$ cat config.mk
export PLATFORM = sky130hd
export DESIGN_NAME = mse_queue
export DESIGN_NICKNAME = d
export VERILOG_FILES = /design/src/hdl/mse_pkg.sv /design/src/hdl/mse_queue.sv
export SDC_FILE = /design/constraint.sdc
export NUM_CORES = 1
export LEC_CHECK = 0
export BUFFER_PORTS_ARGS = -buffer_cell sky130_fd_sc_hd__buf_2
export CAP_MARGIN = 20
export CELL_PAD_IN_SITES_DETAIL_PLACEMENT = 0
export CELL_PAD_IN_SITES_GLOBAL_PLACEMENT = 1
export CORE_ASPECT_RATIO = 1.1
export CORE_MARGIN = 2
export CORE_UTILIZATION = 40
export DETAILED_ROUTE_END_ITERATION = 12
export PLACE_DENSITY_LB_ADDON = 0.1
export SLEW_MARGIN = 20
export SYNTH_ARGS = -nofsm -noshare
export SYNTH_HDL_FRONTEND = slang
export SYNTH_SLANG_ARGS = --single-unit
export TNS_END_PERCENT = 1
$ cat constraint.sdc
create_clock -name clock -period 4.48 [get_ports clock]
set_input_delay 0 -clock clock [delete_from_list [all_inputs] [get_ports clock]]
set_output_delay 0 -clock clock [all_outputs]
set_load 0.005 [all_outputs]
$ cat src/hdl/mse_pkg.sv
// Shared types and constants for the MIPS subset execute unit.
// Holds the operation codes, the channel payload structs and the decoded queue entry.
// No dependencies.
`timescale 1ns / 1ps

package mse_pkg;

   // Default sizes; the memory depth must be a power of two.
   localparam int MEM_WORDS_DEF = 65536;
   localparam int PC_BITS_DEF   = 16;

   localparam int NUM_REGS = 32;
   localparam int REG_AW   = 5;
   localparam int OP_W     = 5;

   localparam int Q_DEPTH = 2;
   localparam int Q_AW    = 1;
   localparam int Q_CW    = 2;

   localparam logic [REG_AW-1:0] REG_ZERO = 5'd0;
   localparam logic [REG_AW-1:0] REG_LINK = 5'd31;

   localparam logic [OP_W-1:0] OP_ADD  = 5'd0;
   localparam logic [OP_W-1:0] OP_SUB  = 5'd1;
   localparam logic [OP_W-1:0] OP_AND  = 5'd2;
   localparam logic [OP_W-1:0] OP_OR   = 5'd3;
   localparam logic [OP_W-1:0] OP_XOR  = 5'd4;
   localparam logic [OP_W-1:0] OP_NOR  = 5'd5;
   localparam logic [OP_W-1:0] OP_SLT  = 5'd6;
   localparam logic [OP_W-1:0] OP_SRL  = 5'd7;
   localparam logic [OP_W-1:0] OP_SLL  = 5'd8;
   localparam logic [OP_W-1:0] OP_JR   = 5'd9;
   localparam logic [OP_W-1:0] OP_JALR = 5'd10;
   localparam logic [OP_W-1:0] OP_ADDI = 5'd11;
   localparam logic [OP_W-1:0] OP_ANDI = 5'd12;
   localparam logic [OP_W-1:0] OP_ORI  = 5'd13;
   localparam logic [OP_W-1:0] OP_XORI = 5'd14;
   localparam logic [OP_W-1:0] OP_LUI  = 5'd15;
   localparam logic [OP_W-1:0] OP_LW   = 5'd16;
   localparam logic [OP_W-1:0] OP_SW   = 5'd17;
   localparam logic [OP_W-1:0] OP_BEQ  = 5'd18;
   localparam logic [OP_W-1:0] OP_BNE  = 5'd19;
   localparam logic [OP_W-1:0] OP_SLTI = 5'd20;
   localparam logic [OP_W-1:0] OP_J    = 5'd21;
   localparam logic [OP_W-1:0] OP_JAL  = 5'd22;

   typedef struct packed {
      logic [OP_W-1:0]   req_type;
      logic [REG_AW-1:0] dest_reg;
      logic [REG_AW-1:0] src_reg_a;
      logic [REG_AW-1:0] src_reg_b;
      logic signed [31:0] immediate;
   } req_payload_type;

   typedef struct packed {
      logic [15:0]        next_pc;
      logic               reg_written;
      logic [REG_AW-1:0]  written_reg;
      logic signed [31:0] written_value;
      logic               mem_written;
      logic [15:0]        mem_word_index;
      logic               branch_taken;
   } rsp_payload_type;

   // One classified instruction as it waits between the front and the back.
   typedef struct packed {
      logic [OP_W-1:0]   op;
      logic              wr_en;      // writes a register other than zero
      logic [REG_AW-1:0] wreg;       // zero when nothing is written
      logic [REG_AW-1:0] addr_a;
      logic [REG_AW-1:0] addr_b;
      logic              jalr_self;  // jalr whose link register is its source
      logic              use_imm;
      logic [31:0]       alu_imm;
      logic [31:0]       tgt;
   } dec_type;

endpackage

$ cat src/hdl/mse_queue.sv
// Two-entry queue that decouples the front end from the execute back end.
// Carries decoded instructions; depends on mse_pkg.
`timescale 1ns / 1ps

module mse_queue
   import mse_pkg::*;
(
   input  logic    clock,
   input  logic    reset,
   input  logic    push,
   input  dec_type wdata,
   output logic    ready,
   input  logic    pop,
   output logic    valid,
   output dec_type rdata
);

   dec_type         entry_ff [Q_DEPTH];
   logic [Q_AW-1:0] wr_ptr_ff;
   logic [Q_AW-1:0] wr_ptr_in;
   logic [Q_AW-1:0] rd_ptr_ff;
   logic [Q_AW-1:0] rd_ptr_in;
   logic [Q_CW-1:0] count_ff;
   logic [Q_CW-1:0] count_in;

   assign ready = (count_ff != Q_CW'(Q_DEPTH));
   assign valid = (count_ff != '0);
   assign rdata = entry_ff[rd_ptr_ff];

   always_comb begin
      wr_ptr_in = push ? wr_ptr_ff + Q_AW'(1) : wr_ptr_ff;
      rd_ptr_in = pop ? rd_ptr_ff + Q_AW'(1) : rd_ptr_ff;
      count_in  = count_ff;
      if (push && !pop) begin
         count_in = count_ff + Q_CW'(1);
      end else if (pop && !push) begin
         count_in = count_ff - Q_CW'(1);
      end
   end

   always_ff @(posedge clock) begin
      if (reset) begin
         wr_ptr_ff <= '0;
         rd_ptr_ff <= '0;
         count_ff  <= '0;
      end else begin
         wr_ptr_ff <= wr_ptr_in;
         rd_ptr_ff <= rd_ptr_in;
         count_ff  <= count_in;
      end
   end

   always_ff @(posedge clock) begin
      if (push) begin
         entry_ff[wr_ptr_ff] <= wdata;
      end
   end

endmodule

# [Word-level counts from Yosys, hierarchy flattened]
# Memories as Yosys holds them, arrays and structs flattened. A register that Yosys moved wholly into a read port is not among the register bits.
# Index checks and enable logic that the tools add are counted.
[word_totals] reg_bits=4 latchBits=0 ram_bits=174 mem_bits_ro=0 inputBits=91 output_inout_bits=89 word_cells=21 memories=1
[classes] n_addsub=4 n_mul=0 n_div=0 magnitude_cmp=0 n_eq_ne=1 shift=0 mux=6 bitwise_logic=0 reduce_logical=6
[memory_table] name="entry_ff" depth=2 width=87 rd=1 rd_ports_with_merged_regs=1 wr=1 line="mse_queue.sv:18" source="dec_type entry_ff [Q_DEPTH];"
[ops] cell="$mux 1" count=4
[ops] cell="$mux 2" count=2
[ops] cell="$reduce_bool 2->1" count=2
[ops] cell="$add 1x1->1 const B" count=2
[ops] cell="$add 2x1->2 const B" count=1
[ops] cell="$logic_and 1x1->1" count=2
[ops] cell="$logic_not 1->1" count=2
[ops] cell="$ne 2x2->1 const B" count=1
[ops] cell="$sub 2x1->2 const B" count=1

# [Depth between registers and ports, before layout]
# Gate-level depths: netlist of the first run.
[logic_depth] word_depth=4 mapped_depth=5 ltp_nobuf=5

# [Worst setup path before layout of the first run]
# Ideal clock, no wire load.
[synth_timing] kind="reg-to-reg" startpoint="reg wr_ptr_ff" endpoint="mem entry_ff[0][0] in the netlist's numbering (enable)" setup_ns=0.544 arrival_ns=4.184 required_ns=3.936 slack_ns=-0.247 path_stages_with_launch=2 path_buffers=0 period_less_slack_ns=4.727 path_cell_list="dfxtp_1 nor2b_1"
[synth_rtl] element="from (decl)" line="mse_queue.sv:19" source="logic [Q_AW-1:0] wr_ptr_ff;"
[synth_rtl] element="from (signal assigned)" line="mse_queue.sv:47" source="wr_ptr_ff <= wr_ptr_in;"
[synth_rtl] element="to (decl)" line="mse_queue.sv:18"
# Straight into the memory's write port.

==> impl_metrics.yaml, run 1 <==
sta:
  rsz0062_at_grt: "no"
  fin_crit_sh_pct: 50.26
  finClkSkew_ns: 0.008208
  finalHoldViolations: 0
  relSlewSlack_pct: 38.47
  drv_slew: 0
  tightest_slew_ns: 0.9230
  finalSetupViolations: 0
  fin_tns_setup_ns: 0
  clock.fmax_mhz: 444.1
  fin_crit_ns: 2.252
routing:
  vias: 3629
  avgViaCountPerCell: 4.565
  wl_met3_um: 766
  wl_um: 12870
  highest_layer: "met4"
  route.detailed.drc: 0
  drtAntennaViolNets: 0
  met2WireLength_um: 7013
  wl_met1_um: 4916
  drt_iter0_drc: 176
  post_drt_wl_per_cell_um: 16.19
  first_pass_iters: 4
min_path:
  worstHoldStart: "wdata[36]"
  holdPathStages: 2
  hold_class: "in -> reg"
  min_to: "entry_ff[0][36]"
setup_path:
  cp-start-kind: "flop"
  timing.critical_path.required_ns: 4.48
  path_buf_inv: 3
  cp_slowest_stage_delay_ns: 0.67
  arrival_ns: 2.25
  crit_fanout: 37
  cp_slowest_cell: "dfxtp_4"
  ff2ff_path_depth: 2
  path_cells: "buf_16, buf_4, mux2_2, buf_2"
  critical-path-top-delay-family: "buffers and inverters"
  reg2reg_to: "entry_ff[1][11]"
  path_class: "reg -> out"
  r2r-start: "wr_ptr_ff"
  endpoint_kind: "output port"
  regToRegSetupSlack_ns: 2.52
power_and_ir_drop:
  power_density_nw_per_um2: 421.2
  intPower_w: 0.003085
  vdd_ir_drop_max_uv: 240.8
  switching_share_pct: 20.84
  switchingPower_w: 0.0008122
  comb_power_share_pct: 11.2
  pwr-share-clk_pct: 37.7
  seqPwrFrac_pct: 51.1
  leakage_nw: 3.575
floorplan:
  io_pins: 180
  chipHeight_um: 138.8
  core_um2: 16250
  die-area_um2: 17560
  start_util_pct: 40.66
  die_w_um: 126.5
  num_rows: 49
synthesis:
  syn_avg_cell_area_um2: 22.55
  synth-xor-area-share_pct: 0.5303
  synth_fp_nets: 385
  synthAdderAreaFrac_pct: 0.1894
  synth-simple-area-share_pct: 0.7008
  yosysSeqAreaShare_pct: 80.61
  synth_top_family_by_area: "multiplexers"
  synth_warnings: 0
  synth_top_area_share_pct: 79.09
  synth_area_leaders: "edfxtp_1 79%, mux2_2 9.7%, mux2_4 6.8%, dfxtp_1 1.5%, buf_6 0.85%"
  yosysTopAreaCell: "edfxtp_1"
  synth_area_um2: 6606
  synthMuxAreaShare_pct: 16.53
  synth_cells: 293
  ys_types: 18
  synth-compound-area-share_pct: 0.1515
  yosys_register_bits: 179
cells_and_area:
  area_growth_pct: 40.06
  fin_area_um2: 9253
  layout_common_cells: "179 x buf_2, 174 x edfxtp_1, 91 x dlygate4sd3_1, 57 x mux2_2, 30 x mux2_4"
  final_nets: 669
  layout_commonest_cell: "buf_2"
  drive_above_1_share_pct: 51.36
grt:
  grt-ovfl-total: 0
  grt_pass1_wl_um: 19710
  grtUsageTotal_pct: 14.82
  grt_max_degree: 68
  first_global_vias: 3955
  antenna_found_initial: 1
clock_network:
  cts_tree: "built"
  clk_pin_slew_ns: 0.06
  htreeDepth: 4
  cts_root_buf: "clkbuf_16"
  cts_buffer_depth: 2
  post_cts_resized: 0
  clock-sinks: 179
  clkLatencyLatePin_ns: 0.41
  cts_hold_buffers: 91
  cts_setup_buffers: 0
  cts_buffers: 17
placed_design:
  place_congestion: 0.6918
  port-buffer-count: 179
  hpwl_um: 8162
  placement.cell_area_um2: 7720
outcome:
  status: "complete, no violations"
flow_run:
  cap_violations: 0
[flip-flops by register name, summed over array words and instances, names as in the netlist, named ones only]
register / cells
wr_ptr_ff: 1
count_ff: 2
entry_ff: 174
rd_ptr_ff: 1
[cell type report]
class	instances	area [µm²]
fillers	1323	6994
flip-flops and latches	179	5329
repair buffers	275	1864
multi-input cells	103	1206
clock buffers	18	429.2
well taps	204	255.2
clock inverters	14	162.7
inverters	1	3.754
diodes	1	2.502
[logic make-up after synthesis]
family | after synthesis
simple gates | 9
mux | 87
fa+ha+maj | 1
flops | 179
compound gates | 2
buf+inv | 11
xor+xnor | 4
[worst max path at each step]
| stage | startpoint | to | slack (ns) | cells past startpoint |
|---|---|---|---|---|
| finish | flop | rdata[82] | 2.23 | 4 |
| global route | flop | rdata[22] | 2.08 | 4 |
| CTS | flop | rdata[82] | 1.93 | 3 |
| detailed placement | flop | rdata[82] | 2.37 | 3 |
| global placement | flop | rdata[22] | 2.40 | 3 |
| floorplan | wr_ptr_ff | entry_ff[0][0] | 1.45 | 1 |
[power groups by stage]
stage	clock network (W)	logic, W	registers (W)
after floorplan	0	0.000219	0.00201
after global placement	0	0.000356	0.00204
after detailed placement	0	0.000361	0.00205
after CTS	0.00151	0.000427	0.00201
after global routing	0.00157	0.000477	0.00200
final	0.00147	0.000437	0.00199
[cell usage after synthesis (all sizes together)]
cell type and n:
inv 1, xnor2 2, a21oi 1, nor2b 1
xor2 2, and2 1, mux2 87, o21ai 1
nor2 4, or3 1, buf 10, nand2b 1
or2 1, ha 1, edfxtp 174, dfxtp 5
[metrics by stage]
stage	setup slack, ns	hold WS [ns]	utilization, %	total power [W]	std cells
3_3_place_gp	2.397	0.1882	47.52	0.002399	670
5_1_grt	2.082	0.2841	56.95	0.004046	795
3_5_place_dp	2.370	0.1915	47.52	0.002409	670
2_1_floorplan	1.449	0.06907	-	0.002232	293
4_1_cts	1.926	0.2809	56.77	0.003945	793
6_report	2.228	0.3069	56.95	0.003897	795
[layer usage]
metal / track usage, % / vias to the layer above
li1: - / 1732
met1: 16.17 / 1774
met2: 26.68 / 111
met4: 5.726 / 0
met3: 4.668 / 12
met5: 0 / -
Power figures use the tool's default switching activity.
==> run 2, diff against run 1 <==
Settings changed: ABC_AREA set to 1.
Clock period 4.48 ns to 1.86 ns, I/O delays scaled along.
==> impl_metrics.yaml, run 2 <==
power_and_ir_drop:
  power_density_nw_per_um2: 989.2
  seqPwrFrac_pct: 51.3
  switching_share_pct: 21.16
  leakage_nw: 3.597
  switchingPower_w: 0.001946
  vdd_ir_drop_max_uv: 537.4
  pwr-share-clk_pct: 37.3
  comb_power_share_pct: 11.4
  intPower_w: 0.007252
floorplan:
  chipHeight_um: 139.0
  num_rows: 49
  die-area_um2: 17610
  io_pins: 180
  core_um2: 16310
  start_util_pct: 40.62
  die_w_um: 126.7
min_path:
  hold_class: "in -> reg"
  holdPathStages: 2
clock_network:
  cts_buffers: 17
  post_cts_resized: 0
  clkLatencyLatePin_ns: 0.42
  htreeDepth: 4
  cts_root_buf: "clkbuf_16"
  cts_buffer_depth: 2
  cts_hold_buffers: 91
  cts_setup_buffers: 0
  clock-sinks: 179
  clk_pin_slew_ns: 0.07
  cts_tree: "built"
setup_path:
  cp_slowest_cell: "dfxtp_4"
  arrival_ns: 1.62
  timing.critical_path.required_ns: 1.86
  reg2reg_to: "wr_ptr_ff"
  endpoint_kind: "output port"
  r2r-start: "wr_ptr_ff"
  ff2ff_path_depth: 5
  path_cells: "buf_4, mux2_2, buf_2"
  regToRegSetupSlack_ns: 0.25
  cp_slowest_stage_delay_ns: 0.38
  cp-start-kind: "flop"
  path_class: "reg -> out"
  crit_end: "rdata[8]"
  crit_fanout: 22
sta:
  fin_crit_ns: 1.621
  tightest_slew_ns: 0.3896
  relSlewSlack_pct: 74.02
  finalHoldViolations: 0
  finClkSkew_ns: 0.01145
  setup_slack_ns: 0.2391
  clock.fmax_mhz: 617.0
  drv_slew: 0
  fin_tns_setup_ns: 0
  finalSetupViolations: 0
  rsz0062_at_grt: "no"
  fin_crit_sh_pct: 87.14
synthesis:
  ys_types: 16
  synth_area_um2: 6625
  yosysTopAreaCell: "edfxtp_1"
  synth_area_leaders: "edfxtp_1 79%, mux2_2 9.7%, mux2_4 6.8%, dfxtp_1 1.5%, buf_6 0.85%"
  syn_avg_cell_area_um2: 21.79
  synth_cells: 304
  synthTopCellsByCount: "174 x edfxtp_1, 57 x mux2_2, 30 x mux2_4"
  synthArstFlopShare_pct: 0
  synth_fp_nets: 396
  synth_top_area_share_pct: 78.87
  synth_flop_cell: "edfxtp_1"
  yosysSeqAreaShare_pct: 80.38
  synth_edf_count: 174
  yosys_register_bits: 179
  synth_warnings: 0
  yosysMostFrequentCell: "edfxtp_1"
cells_and_area:
  reg_top3: "entry_ff (174), count_ff (2)"
  drive_above_1_share_pct: 50.58
  stdcell_count: 808
  fillers: 1343
  largest_reg_flops: 174
  final_nets: 682
  area_growth_pct: 40.36
  regMostFlops: "entry_ff"
  fin_area_um2: 9299
  layout_commonest_cell: "buf_2"
  layout_common_cells: "179 x buf_2, 174 x edfxtp_1, 91 x dlygate4sd3_1, 57 x mux2_2, 30 x mux2_4"
routing:
  avgViaCountPerCell: 4.564
  first_pass_iters: 4
  drt_iter0_drc: 155
  wl_um: 12750
  drtAntennaViolNets: 0
  vias: 3688
  post_drt_wl_per_cell_um: 15.78
  route.detailed.drc: 0
grt:
  busiest_layer: "met2"
  met1_usage_pct: 17.85
  grtUsageTotal_pct: 14.73
  first_global_vias: 3874
  met3_usage_pct: 5.324
  grt-ovfl-total: 0
  antenna_found_initial: 1
  grt_max_degree: 65
  grt_pass1_wl_um: 19710
  met2_usage_pct: 24.52
placed_design:
  numPlacedInstances: 684
  dp_slack_ns: 0.5957
  placement.cell_area_um2: 7816
  place_congestion: 0.6663
  port-buffer-count: 179
  hpwl_um: 7955
outcome:
  status: "complete, no violations"
flow_run:
  cap_violations: 0
-- run 2: cell count changes after synthesis --
cell | previous run | this run
or3_1 | 1 | 0
or2_2 | 1 | 0
nor2b_1 | 1 | 0
xnor2_1 | 2 | 1
xor2_1 | 2 | 0
and2_1 | 1 | 0
nand2_1 | 0 | 7
inv_1 | 1 | 9
nand3_1 | 0 | 1
nand2b_1 | 1 | 0
nor3_1 | 0 | 1
nor2_1 | 4 | 5
nand4_1 | 0 | 1
-- run 2: cells by family after synthesis --
| group | after synthesis | share of synthesized area [%] |
|---|---|---|
| buffers and inverters | 19 | 1.737 |
| XOR/XNOR | 1 | 0.1322 |
| flip-flops | 179 | 80.38 |
| multiplexers | 87 | 16.49 |
| AND/OR/NAND/NOR | 15 | 0.9254 |
| AO/OA/AOI/OAI | 2 | 0.1509 |
| adder cells (fa/ha/maj) | 1 | 0.1888 |
-- run 2: final cells by class --
type,instances,area [µm²],share of cell area [%]
Antenna cell,1,2.502,0.02691
Clock buffer,20,436.7,4.696
Clock inverter,12,132.6,1.426
Inverter,9,37.54,0.4037
Multi-Input combinational cell,106,1195,12.85
Sequential cell,179,5330,57.32
Tap cell,204,255.2,2.745
Timing Repair Buffer,277,1909,20.53
-- run 2: how the worst min path moves through the flow --
stage | startpoint | endpoint | slack (ns)
2_1_floorplan | reset | wr_ptr_ff | 0.07
3_3_place_gp | wdata[70] | entry_ff[0][70] | 0.19
3_5_place_dp | wdata[72] | entry_ff[0][72] | 0.19
4_1_cts | wdata[28] | entry_ff[1][28] | 0.28
5_1_grt | wdata[32] | entry_ff[0][32] | 0.29
6_report | wdata[28] | entry_ff[0][28] | 0.30
-- run 2: stage by stage --
| step | hold slack (ns) | utilization, % | power [W] |
|---|---|---|---|
| final | 0.3033 | 57.02 | 0.009198 |
| after global routing | 0.2872 | 57.02 | 0.009566 |
| after CTS | 0.2808 | 57.00 | 0.009310 |
| after detailed placement | 0.1910 | 47.93 | 0.005722 |
| after global placement | 0.1874 | 47.93 | 0.005701 |
| after floorplan | 0.07184 | - | 0.005296 |
-- run 2: worst max-delay path: cells and delay by family (launching register included) --
kind,cells,cell delay (ns)
flops,1,0.38
mux,1,0.37
buf+inv,2,0.44
-- run 2: power groups by stage --
stage               registers [W]  logic, W  clock network [W]
global route              0.00474   0.00114            0.00369
detailed placement        0.00481  0.000911                  0
global placement          0.00480  0.000901                  0
CTS                       0.00472   0.00107            0.00352
finish                    0.00472   0.00105            0.00343
floorplan                 0.00479  0.000501                  0
-- run 2: metal layers --
metal	part of all wire, %	vias up
li1	-	1765
met1	43	1790
met2	49	119
met3	6.6	14
met4	1.3	0
met5	0	-
