**src/hdl/mse_pkg.sv**
```systemverilog
// Shared types and constants for the MIPS subset execute unit.
// Holds the operation codes, the channel payload structs and the decoded queue entry.
// No dependencies.
`timescale 1ns / 1ps

package mse_pkg;

   // Default sizes; the memory depth must be a power of two.
   localparam int MEM_WORDS_DEF = 65536;
   localparam int PC_BITS_DEF   = 16;

   localparam int NUM_REGS = 32;
   localparam int REG_AW   = 5;
   localparam int OP_W     = 5;

   localparam int Q_DEPTH = 2;
   localparam int Q_AW    = 1;
   localparam int Q_CW    = 2;

   localparam logic [REG_AW-1:0] REG_ZERO = 5'd0;
   localparam logic [REG_AW-1:0] REG_LINK = 5'd31;

   localparam logic [OP_W-1:0] OP_ADD  = 5'd0;
   localparam logic [OP_W-1:0] OP_SUB  = 5'd1;
   localparam logic [OP_W-1:0] OP_AND  = 5'd2;
   localparam logic [OP_W-1:0] OP_OR   = 5'd3;
   localparam logic [OP_W-1:0] OP_XOR  = 5'd4;
   localparam logic [OP_W-1:0] OP_NOR  = 5'd5;
   localparam logic [OP_W-1:0] OP_SLT  = 5'd6;
   localparam logic [OP_W-1:0] OP_SRL  = 5'd7;
   localparam logic [OP_W-1:0] OP_SLL  = 5'd8;
   localparam logic [OP_W-1:0] OP_JR   = 5'd9;
   localparam logic [OP_W-1:0] OP_JALR = 5'd10;
   localparam logic [OP_W-1:0] OP_ADDI = 5'd11;
   localparam logic [OP_W-1:0] OP_ANDI = 5'd12;
   localparam logic [OP_W-1:0] OP_ORI  = 5'd13;
   localparam logic [OP_W-1:0] OP_XORI = 5'd14;
   localparam logic [OP_W-1:0] OP_LUI  = 5'd15;
   localparam logic [OP_W-1:0] OP_LW   = 5'd16;
   localparam logic [OP_W-1:0] OP_SW   = 5'd17;
   localparam logic [OP_W-1:0] OP_BEQ  = 5'd18;
   localparam logic [OP_W-1:0] OP_BNE  = 5'd19;
   localparam logic [OP_W-1:0] OP_SLTI = 5'd20;
   localparam logic [OP_W-1:0] OP_J    = 5'd21;
   localparam logic [OP_W-1:0] OP_JAL  = 5'd22;

   typedef struct packed {
      logic [OP_W-1:0]   req_type;
      logic [REG_AW-1:0] dest_reg;
      logic [REG_AW-1:0] src_reg_a;
      logic [REG_AW-1:0] src_reg_b;
      logic signed [31:0] immediate;
   } req_payload_type;

   typedef struct packed {
      logic [15:0]        next_pc;
      logic               reg_written;
      logic [REG_AW-1:0]  written_reg;
      logic signed [31:0] written_value;
      logic               mem_written;
      logic [15:0]        mem_word_index;
      logic               branch_taken;
   } rsp_payload_type;

   // One classified instruction as it waits between the front and the back.
   typedef struct packed {
      logic [OP_W-1:0]   op;
      logic              wr_en;      // writes a register other than zero
      logic [REG_AW-1:0] wreg;       // zero when nothing is written
      logic [REG_AW-1:0] addr_a;
      logic [REG_AW-1:0] addr_b;
      logic              jalr_self;  // jalr whose link register is its source
      logic              use_imm;
      logic [31:0]       alu_imm;
      logic [31:0]       tgt;
   } dec_type;

endpackage

```
**src/hdl/mse_front.sv**
```systemverilog
// Front end of the execute unit: takes request beats and classifies them.
// Produces a decoded queue entry; depends on mse_pkg.
`timescale 1ns / 1ps

module mse_front
   import mse_pkg::*;
(
   input  logic            req_valid,
   output logic            req_ready,
   input  req_payload_type req_payload,
   input  logic            q_ready,
   input  logic            clr_busy,
   output logic            q_push,
   output dec_type         q_wdata
);

   logic [OP_W-1:0]   op;
   logic [REG_AW-1:0] r1;
   logic [REG_AW-1:0] r2;
   logic [REG_AW-1:0] r3;
   logic [31:0]       imm;
   logic              wr_raw;
   logic [REG_AW-1:0] wreg_raw;

   assign req_ready = q_ready && !clr_busy;
   assign q_push    = req_valid && req_ready;

   always_comb begin
      op  = req_payload.req_type;
      r1  = req_payload.dest_reg;
      r2  = req_payload.src_reg_a;
      r3  = req_payload.src_reg_b;
      imm = req_payload.immediate;

      wr_raw = (op inside {[OP_ADD:OP_SLL], [OP_JALR:OP_LW], OP_SLTI, OP_JAL});
      if (op == OP_JALR) begin
         wreg_raw = r2;
      end else if (op == OP_JAL) begin
         wreg_raw = REG_LINK;
      end else begin
         wreg_raw = r1;
      end

      q_wdata.op        = op;
      q_wdata.wr_en     = wr_raw && (wreg_raw != REG_ZERO);
      q_wdata.wreg      = q_wdata.wr_en ? wreg_raw : REG_ZERO;
      q_wdata.addr_a    = (op inside {OP_JR, OP_JALR, OP_BEQ, OP_BNE, OP_SW}) ? r1 : r2;
      q_wdata.addr_b    = (op inside {OP_BEQ, OP_BNE}) ? r2 : r3;
      q_wdata.jalr_self = (r1 == r2) && (r2 != REG_ZERO);
      q_wdata.use_imm   = (op inside {[OP_ADDI:OP_LUI], OP_SLTI});
      q_wdata.tgt       = (op inside {OP_BEQ, OP_BNE}) ? (imm - 32'd1) : imm;

      case (op)
         OP_ANDI, OP_ORI, OP_XORI: q_wdata.alu_imm = {16'h0000, imm[15:0]};
         OP_SLTI:                  q_wdata.alu_imm = {{16{imm[15]}}, imm[15:0]};
         OP_LUI:                   q_wdata.alu_imm = {imm[15:0], 16'h0000};
         OP_LW, OP_SW:             q_wdata.alu_imm = {{2{imm[31]}}, imm[31:2]};
         default:                  q_wdata.alu_imm = imm;
      endcase
   end

endmodule

```
**config.mk**
```make
export PLATFORM = sky130hd
export DESIGN_NAME = mse_front
export DESIGN_NICKNAME = d
export VERILOG_FILES = /design/src/hdl/mse_pkg.sv /design/src/hdl/mse_front.sv
export SDC_FILE = /design/constraint.sdc
export NUM_CORES = 1
export LEC_CHECK = 0
export BUFFER_PORTS_ARGS = -buffer_cell sky130_fd_sc_hd__buf_2
export CORE_MARGIN = 5
export CORE_UTILIZATION = 46
export DETAILED_ROUTE_END_ITERATION = 12
export PLACE_DENSITY_LB_ADDON = 0.25
export SLEW_MARGIN = 20
export SYNTH_ARGS = -nofsm -noshare
export SYNTH_HDL_FRONTEND = slang
export SYNTH_SLANG_ARGS = --single-unit
```
**constraint.sdc**
```tcl
create_clock -name vclk -period 4.9
set_clock_uncertainty 0.15 [all_clocks]
set_input_delay 0.98 -clock vclk [all_inputs]
set_output_delay 0.98 -clock vclk [all_outputs]
set_load 0.1 [all_outputs]
```
======== After elaboration in Yosys (flattened, before gate mapping) ========
Cells that the tools add are included.
operators by class
  add/subtract/negate cells ............... 1
  $lt $le $gt $ge ......................... 6
  equal/unequal tests ..................... 13
  muxes and demuxes ....................... 7
  reductions and logical operators ........ 16
operators by type and width
  cell                                                                               number
  32-bit one-hot mux with 4 select lines                                             1
  32-bit 2-to-1 mux                                                                  1
  32-bit by 1-bit subtractor with 32-bit output (second input constant)              1
  5-bit by 4-bit == test with 1-bit output (second input constant)                   6
  5-bit == test (second input constant)                                              6
  5-bit 2-to-1 mux                                                                   5
  5-bit nonzero test                                                                 3
  5-bit by 4-bit >= comparator with 1-bit output (second input constant)             2
  5-bit by 4-bit less-or-equal comparator with 1-bit output (second input constant)  2
  1-bit logical AND                                                                  7
  5-bit == test                                                                      1
  5-bit by 1-bit >= comparator with 1-bit output (second input constant)             1
  5-bit less-or-equal comparator (second input constant)                             1
  2-bit nonzero test                                                                 2
  4-bit nonzero test                                                                 1
  3-bit OR reduction                                                                 1
  2-bit OR reduction                                                                 1
  1-bit zero test                                                                    1
word-level totals
  bits in registers ....................... 0
  input bits .............................. 55
  output and inout bits ................... 89
  logic and storage cells ................. 43

======== Depth between registers and ports, before layout ========
Gate-level depths: netlist (run 1).
  depth after elaboration ................. 6
  gate-level depth with buffers ........... 8

======== Worst setup path after synthesis (run 1) ========
Ideal clock, no wire load.
  path type ............................... input to output
  from .................................... input port req_payload[50] (netlist name)
  to ...................................... output port q_wdata[32] (netlist name)
  data arrival time ....................... 4.174 ns
  data required time ...................... 3.770 ns
  slack ................................... -0.404 ns
  stages on the path ...................... 7
  path through ............................ clkbuf_1 -> nor2b_1 -> clkbuf_1 -> and4_1 -> clkbuf_1 -> clkbuf_1 -> o31ai_1
RTL lines
  what         line             source
  from (decl)  mse_front.sv:10  input req_payload_type req_payload,
  to (decl)    mse_front.sv:14  output dec_type q_wdata

==> qor.csv, run 1 <==
metric,value,unit
clock_buffers,0,
num-nets-final,485,
start_util,46.7,%
grt_max_degree,33,
drt-wirelength-per-cell,16.7,um
placed_cell_area,2980,um2
final_cell_mix,"buf_2 (124), nand2_1 (73), nor2_1 (29)",
crit_chain,buf_2 > or4_4 > or4_4 > nor4_1 > xor2_2 > buf_2,
vias,2835,
pre_cts_slack,0.421,ns
netlist_instances,307,
drc_errors,0,
grt_usage,27.8,%
fillCellCount,302,
status,"complete, no violations",
antenna_found_initial,0,
seq_cell_count,0,
critPathLaunchType,input pin,
ys_seq_area_share,0,%
worst_slew_pin_slew,0.841,ns
worstPathRequired,3.77,ns
dieWidth,73.3,um
crit_fanout,13,
yosys_warnings,0,
die_h,73.3,um
dr.first_iter.drc_count,210,
p_leak,0.00133,uW
grt-ovfl-total,0,
hold_path_class,input pin to output pin,
syn_nets,363,
rsz0062_at_grt,no,
postCtsResizedCells,0,
slew_viol_final,0,
routed_wl,7950,um
register_area,0,um2
viasPerCell,5.94,
io_pins,144,
core_area,3940,um2
crit_type,input pin to output pin,
drive_gt1_share,45.7,%
p_per_area,204,nW/um2
slew_headroom,43.9,%
syn_area_per_cell,6.00,um2
num_rows,23,
slowest_delay,0.57,ns
first_pass_iters,5,
critPathTopFamily,simple AND/OR/NAND/NOR gates,
syn2layout_area_growth,61.8,%
total_power,608,uW
finalNonFillerCells,477,
critPathSlowestCell,or4_4,
postCtsHoldBufs,0,
io_buffers,144,
netlist_area,1840,um2
cp_data_arrival_time,3.36,ns
postCtsSetupBuffers,0,
stdcell_area,2980,um2
hold_viol,0,
first_global_vias,2517,
min_period_over_period,91.7,%
fp.dieArea,5370,um2
drtAntennaViolNets,0,
worst_slack,0.408,ns
place_congestion,0.966,
setup_viol,0,
fin_crit,4.49,ns
ys_types,48,
multiInputGateArea,1820,um2
grt_pass1_wl,12300,um
end_kind,output pin,
diodes,0,
dp_hpwl,6430,um
fmax,223,MHz
post-place-cells,477,
max-cap-violations,0,
peakVddDrop,169,uV
final_common_cell,buf_2,
path_buf_inv,2,
## Yosys cell counts (all sizes together), types with 2 or more instances
master   n  area (um2)
nor3    10        50.1
or3      6        37.5
inv      5        18.8
nand4b   2        17.5
o31ai    2        15.0
nand3b   3        22.5
nand4   12        75.1
o22ai    3        18.8
nor4bb   2        20.0
nor4    18         178
a31oi    3        18.8
nor2    29         109
and2     2        12.5
xnor2    8        70.1
o21a     2        15.0
nand3    5        30.0
a32o     2        20.0
nand2   73         274
xor2    27         236
buf     10        68.8
or4      4        37.5
clkbuf  22        82.6
a221oi   2        17.5
o21ai   17        85.1
nor2b    4        25.0
a21oi    8        40.0
nor4b    2        17.5
a22oi    3        22.5
mux2    10         113
## cell families after synthesis
kind of cell               count (synthesis)  synth area share [%]
AOI/OAI and AO/OA                         46                  15.5
xor gates and xnor gates                  35                  16.6
adders and majority gates                  1                 0.679
buffers and inverters                     37                  9.23
muxes                                     10                  6.11
and+or+nand+nor                          178                  51.8
## per-stage QoR
stage	setup TNS, ns	hold slack [ns]	utilization (%)
2_1_floorplan	-1.97	2.02	-
3_3_place_gp	0	2.20	75.6
3_5_place_dp	0	2.20	75.6
4_1_cts	0	2.20	75.6
5_1_grt	0	2.22	75.6
6_report	0	2.20	75.6
## metal layers
metal  routed length [um]  global-route usage (%)  up-vias
li1                     -                       -     1313
met1                 3050                    36.9     1311
met2                 3770                    46.9      189
met3                  954                    5.20       22
met4                  178                    5.63        0
met5                    0                       0        -
## final cells by class
type               instances  share of cell area (%)
well taps                 50                    2.10
repair buffers           152                    36.3
inverters                  5                   0.629
multi-input cells        270                    61.0
## where the power goes
group	total (uW)	internal, uW	switching [uW]
registers	0	0	0
logic	608	118	489
clock network	0	0	0
total	608	118	489
## path summary, 6_finish.rpt
kind / depth (start not counted) / end / from
max: 6 / q_wdata[31] / req_payload[15]
min: 3 / req_ready / clr_busy
No activity file was read; power rests on OpenSTA's default activity.
==> run 2: changes to the inputs <==
--- a/config.mk
+++ b/config.mk
@@ -9,7 +9,7 @@
 export CORE_MARGIN = 5
 export CORE_UTILIZATION = 46
 export DETAILED_ROUTE_END_ITERATION = 12
-export PLACE_DENSITY_LB_ADDON = 0.25
+export PLACE_DENSITY = 0.92
 export SLEW_MARGIN = 20
 export SYNTH_ARGS = -nofsm -noshare
 export SYNTH_HDL_FRONTEND = slang
==> run 2 against run 1 <==
Net effect:
- largest power group unchanged
- critical endpoint unchanged
- die area unchanged
- via count is essentially flat
- largest cell class unchanged
- utilization is 0.19 points higher
- routed wire length is 5.5% lower
- cell count up 0.21%
- worst setup slack got worse by 0.0086 ns
- maximum frequency is 0.19% lower
- sequential share of layout area is the same
- non-clock buffer count is 1 higher
==> qor.csv, run 2 (synthesis gave the netlist of run 1 again) <==
metric,value,unit,change
final_cell_mix,"buf_2 (124), nand2_1 (73), nor2_1 (29)",,
final_common_cell,buf_2,,
vias,2836,,+0.035%
max-cap-violations,0,,unchanged
crit_type,input pin to output pin,,
end_kind,output pin,,
dr.first_iter.drc_count,456,,+120%
antenna_found_initial,0,,unchanged
routed_wl,7510,um,-5.5%
drt-wirelength-per-cell,15.7,um,-5.7%
dieWidth,73.3,um,unchanged
peakVddDrop,115,uV,-32%
num-nets-final,486,,+0.21%
start_util,46.7,%,unchanged
placed_cell_area,2990,um2,+0.25%
postCtsResizedCells,0,,unchanged
syn2layout_area_growth,62.2,%,
fmax,222,MHz,-0.19%
grt-ovfl-total,0,,unchanged
drive_gt1_share,45.8,%,+0.13 points
first_pass_iters,5,,unchanged
io_buffers,144,,unchanged
io_pins,144,,unchanged
drc_errors,0,,unchanged
multiInputGateArea,1820,um2,unchanged
critPathLaunchType,input pin,,
rsz0062_at_grt,no,,
grt_usage,27.3,%,-0.44 points
min_period_over_period,91.9,%,+0.17 points
grt_pass1_wl,12100,um,-1.1%
setup_viol,0,,unchanged
fillCellCount,270,,-11%
fp.dieArea,5370,um2,unchanged
register_area,0,um2,unchanged
crit_fanout,13,,unchanged
stdcell_area,2990,um2,+0.25%
viasPerCell,5.93,,-0.17%
first_global_vias,2616,,+3.9%
fin_crit,4.50,ns,+0.00857 ns
slew_viol_final,0,,unchanged
drtAntennaViolNets,0,,unchanged
p_per_area,203,nW/um2,-0.55%
dp_hpwl,6190,um,-3.8%
hold_path_class,input pin to output pin,,
p_leak,0.00133,uW,+0.33%
worst_slew_pin_slew,0.737,ns,-0.105 ns
status,"complete, no violations",,
slew_headroom,50.4,%,+6.5 points
cp_data_arrival_time,3.37,ns,about the same
hold_ws,2.22,ns,+0.0123 ns
core_area,3940,um2,unchanged
clock_buffers,0,,unchanged
diodes,0,,unchanged
grt_max_degree,33,,unchanged
postCtsSetupBuffers,0,,unchanged
place_congestion,0.999,,+3.4%
hold_viol,0,,unchanged
die_h,73.3,um,unchanged
seq_cell_count,0,,unchanged
worstPathRequired,3.77,ns,about the same
num_rows,23,,unchanged
postCtsHoldBufs,0,,unchanged
run 2: power breakdown:
part,leakage (uW),switching [uW],internal [uW],total [uW]
Sequential,0,0,0,0
Clock,0,0,0,0
Combinational,0.00133,487,119,606
Total,0.00133,487,119,606
run 2: final timing paths:
| check | from | endpoint | slack (ns) | cells after the start |
|---|---|---|---|---|
| worst max-delay path | req_payload[15] | q_wdata[31] | 0.40 | 6 |
| worst min-delay path | req_payload[29] | q_wdata[29] | 2.22 | 3 |
run 2: per-stage QoR:
step                      power (uW)  setup WS [ns]  instances  utilization (%)  setup TNS (ns)
after floorplan                  468         -0.404        307                -           -1.97
after global placement           600          0.447        478             75.8               0
after detailed placement         605          0.402        478             75.8               0
after CTS                        605          0.386        478             75.8               0
after global routing             626          0.316        478             75.8               0
final                            606          0.399        478             75.8               0
run 2: metal layers:
metal  vias up  wire, um  track usage, %
met5         -         0               0
met2       224      3690            48.6
met1      1269      2570            33.6
li1       1315         -               -
met4         0       261            8.85
met3        28       999            3.97
run 2: area by class of cell:
cell class / instances / area share (%)
repair buffers: 153 / 36.4
inverters: 5 / 0.628
multi-input cells: 270 / 60.9
well taps: 50 / 2.09
run 2: worst max-delay path, cell delays in order:
cell    delay [ns]
buf_2         0.15
or4_4         0.56
or4_4         0.56
nor4_1        0.52
xor2_2        0.16
buf_2         0.44
==> run 3: changes to the inputs <==
--- a/config.mk
+++ b/config.mk
@@ -6,10 +6,9 @@
 export NUM_CORES = 1
 export LEC_CHECK = 0
 export BUFFER_PORTS_ARGS = -buffer_cell sky130_fd_sc_hd__buf_2
-export CORE_MARGIN = 5
-export CORE_UTILIZATION = 46
+export CORE_UTILIZATION = 38
 export DETAILED_ROUTE_END_ITERATION = 12
-export PLACE_DENSITY = 0.92
+export PLACE_DENSITY = 0.87
 export SLEW_MARGIN = 20
 export SYNTH_ARGS = -nofsm -noshare
 export SYNTH_HDL_FRONTEND = slang
==> constraint.sdc (replaced) <==
create_clock -name vclk -period 3.6
set_clock_uncertainty 0.15 [all_clocks]
set_input_delay 0.72 -clock vclk [all_inputs]
set_output_delay 0.72 -clock vclk [all_outputs]
set_load 0.1 [all_outputs]
==> run 3 against run 2 <==
Net effect:
- the flow now stops in 3_5_place_dp
- synthesized cell count is the same
- area after synthesis is the same
==> qor.csv, run 3 <==
metric,value,unit,change
yosysTopAreaCellShare,14.9,%,unchanged
start_util,40.9,%,-5.8 points
syn_area_per_cell,6.00,um2,unchanged
synth_simple_gate_area_share,51.8,%,unchanged
netlist_area,1840,um2,unchanged
status,did not finish,,
ys_seq_area_share,0,%,unchanged
num_rows,24,,+4.3%
synth_top_family_by_area,simple AND/OR/NAND/NOR gates,,
yosys-top-cells-count,"nand2_1 (73), nor2_1 (29), xor2_1 (27), clkbuf_1 (22), o21ai_0 (16)",,
synth_largest_area_cell,nand2_1,,
syn_nets,363,,unchanged
yosysMostFrequentCell,nand2_1,,
dieWidth,71.6,um,-2.3%
synthMuxAreaShare,6.11,%,unchanged
netlist_instances,307,,unchanged
place_congestion,0.889,,-11%
synth_xor_area_share,16.6,%,unchanged
yosys_warnings,0,,unchanged
ys_types,48,,unchanged
failed_stage,3_5_place_dp,,
stop_error,"[ERROR DPL-0038] Utilization greater than 100%, impossible to legalize",,
io_buffers,144,,unchanged
die_h,71.6,um,-2.3%
synthTopCellsByArea,"nand2_1 (15%), xor2_1 (13%), mux2_2 (6.1%)",,
io_pins,144,,unchanged
synthAdderAreaFrac,0.679,%,unchanged
synth_compound_area_share,15.5,%,unchanged
run 3: cell counts after synthesis:
No cell type changed its count.
run 3: cells by family after synthesis:
kind of cell,after synthesis
AOI/OAI and AO/OA,46
xor gates and xnor gates,35
muxes,10
buffers and inverters,37
adders and majority gates,1
and+or+nand+nor,178
run 3: stage by stage:
step | instance area (um2) | setup WS [ns]
global placement | 4620 | -0.0948
floorplan | 2840 | -0.322
==> run 4: changes to the inputs <==
--- a/config.mk
+++ b/config.mk
@@ -6,9 +6,9 @@
 export NUM_CORES = 1
 export LEC_CHECK = 0
 export BUFFER_PORTS_ARGS = -buffer_cell sky130_fd_sc_hd__buf_2
-export CORE_UTILIZATION = 38
+export CORE_UTILIZATION = 40
 export DETAILED_ROUTE_END_ITERATION = 12
-export PLACE_DENSITY = 0.87
+export PLACE_DENSITY_LB_ADDON = 0.15
 export SLEW_MARGIN = 20
 export SYNTH_ARGS = -nofsm -noshare
 export SYNTH_HDL_FRONTEND = slang
==> constraint.sdc (replaced) <==
create_clock -name vclk -period 4.68
set_clock_uncertainty 0.15 [all_clocks]
set_input_delay 0.936 -clock vclk [all_inputs]
set_output_delay 0.936 -clock vclk [all_outputs]
set_load 0.1 [all_outputs]
==> run 4 against run 3 <==
Net effect:
- the flow now finishes without violations
==> qor.csv, run 4 (synthesis gave the netlist of run 1 again) <==
metric,value,unit,change
p_leak,0.00139,uW,
stdcell_area,3180,um2,
drtAntennaViolNets,0,,
routed_wl,7200,um,
diodes,0,,
min_period_over_period,91.8,%,
io_pins,144,,unchanged
num-nets-final,486,,
worst_slew_pin_slew,0.749,ns,
rsz0062_at_grt,no,,
antenna_found_initial,0,,
seqPwrFrac,0,%,
worstPathRequired,3.59,ns,
postCtsSetupBuffers,0,,
place_congestion,0.894,,+0.52%
first_pass_iters,5,,
io_buffers,144,,unchanged
start_util,42.0,%,+1.1 points
drc_errors,0,,
dp_hpwl,5630,um,
critPathLaunchType,input pin,,
dr.first_iter.drc_count,205,,
crit_fanout,13,,
setup_viol,0,,
end_kind,output pin,,
finalNonFillerCells,480,,
die_h,69.9,um,-2.5%
cpMostUsedCell,or4_4,,
final_util,72.6,%,
first_global_vias,2327,,
p_per_area,205,nW/um2,
drive_gt1_share,48.4,%,
final_cell_mix,"buf_2 (116), nand2_1 (73), nor2_1 (29)",,
p_sw_share,78.6,%,
postCtsResizedCells,0,,
hold_path_class,input pin to output pin,,
worst_slack,0.382,ns,
slew_headroom,49.6,%,
seq_cell_count,0,,
dieWidth,69.9,um,-2.5%
status,"complete, no violations",,
slowest_delay,0.57,ns,
post-place-cells,480,,
cp_data_arrival_time,3.21,ns,
fillCellCount,339,,
grt_usage,27.9,%,
fp.dieArea,4880,um2,
syn2layout_area_growth,72.6,%,
fmax,233,MHz,
core_area,4380,um2,
register_area,0,um2,
combPwrFrac,100.0,%,
crit_chain,buf_2 > or4_4 > or4_4 > nor4b_1 > xor2_2 > buf_12,,
drt-wirelength-per-cell,15.0,um,
pwr-share-clk,0,%,
hold_ws,2.09,ns,
grt-ovfl-total,0,,
multiInputGateArea,1890,um2,
peakVddDrop,176,uV,
grt_pass1_wl,11500,um,
viasPerCell,5.68,,
final_common_cell,buf_2,,
placed_cell_area,3180,um2,
p_int,139,uW,
critPathSlowestCell,or4_4,,
crit_type,input pin to output pin,,
slew_viol_final,0,,
switching_power,513,uW,
max-cap-violations,0,,
hold_viol,0,,
clock_buffers,0,,
pre_cts_slack,0.370,ns,
vias,2727,,
grt_max_degree,33,,
postCtsHoldBufs,0,,
num_rows,24,,unchanged
fin_crit,4.30,ns,
-- run 4: path summary, 6_finish.rpt --
path | startpoint | depth (start not counted) | endpoint
setup / recovery | req_payload[15] | 6 | q_wdata[24]
hold / removal | req_payload[31] | 3 | q_wdata[31]
-- run 4: metal layers --
metal	vias up	GRT usage [%]	share of wire, %
li1	1306	-	-
met1	1242	40.4	42
met4	0	3.78	1.1
met2	171	46.3	47
met5	-	0	0
met3	8	2.16	9.0
-- run 4: cell type report --
| cell class | count | share of cell area [%] |
|---|---|---|
| Multi-Input combinational cell | 270 | 59.4 |
| Timing Repair Buffer | 153 | 38.0 |
| Tap cell | 52 | 2.04 |
| Inverter | 5 | 0.590 |
-- run 4: power by group through the flow --
| stage | registers (uW) | clock network, uW | logic (uW) |
|---|---|---|---|
| after detailed placement | 0 | 0 | 650 |
| after global placement | 0 | 0 | 647 |
| after floorplan | 0 | 0 | 494 |
| after CTS | 0 | 0 | 651 |
| after global routing | 0 | 0 | 673 |
| final | 0 | 0 | 652 |
-- run 4: worst max-delay path, delay by kind of cell --
family	cells	cell delay [ns]
buffers and inverters	2	0.35
AND/OR/NAND/NOR	3	1.69
XOR/XNOR	1	0.23
-- run 4: stage by stage --
step	TNS, ns	total power [uW]
4_1_cts	0	651
3_3_place_gp	0	647
3_5_place_dp	0	650
6_report	0	652
5_1_grt	0	673
2_1_floorplan	-2.76	494
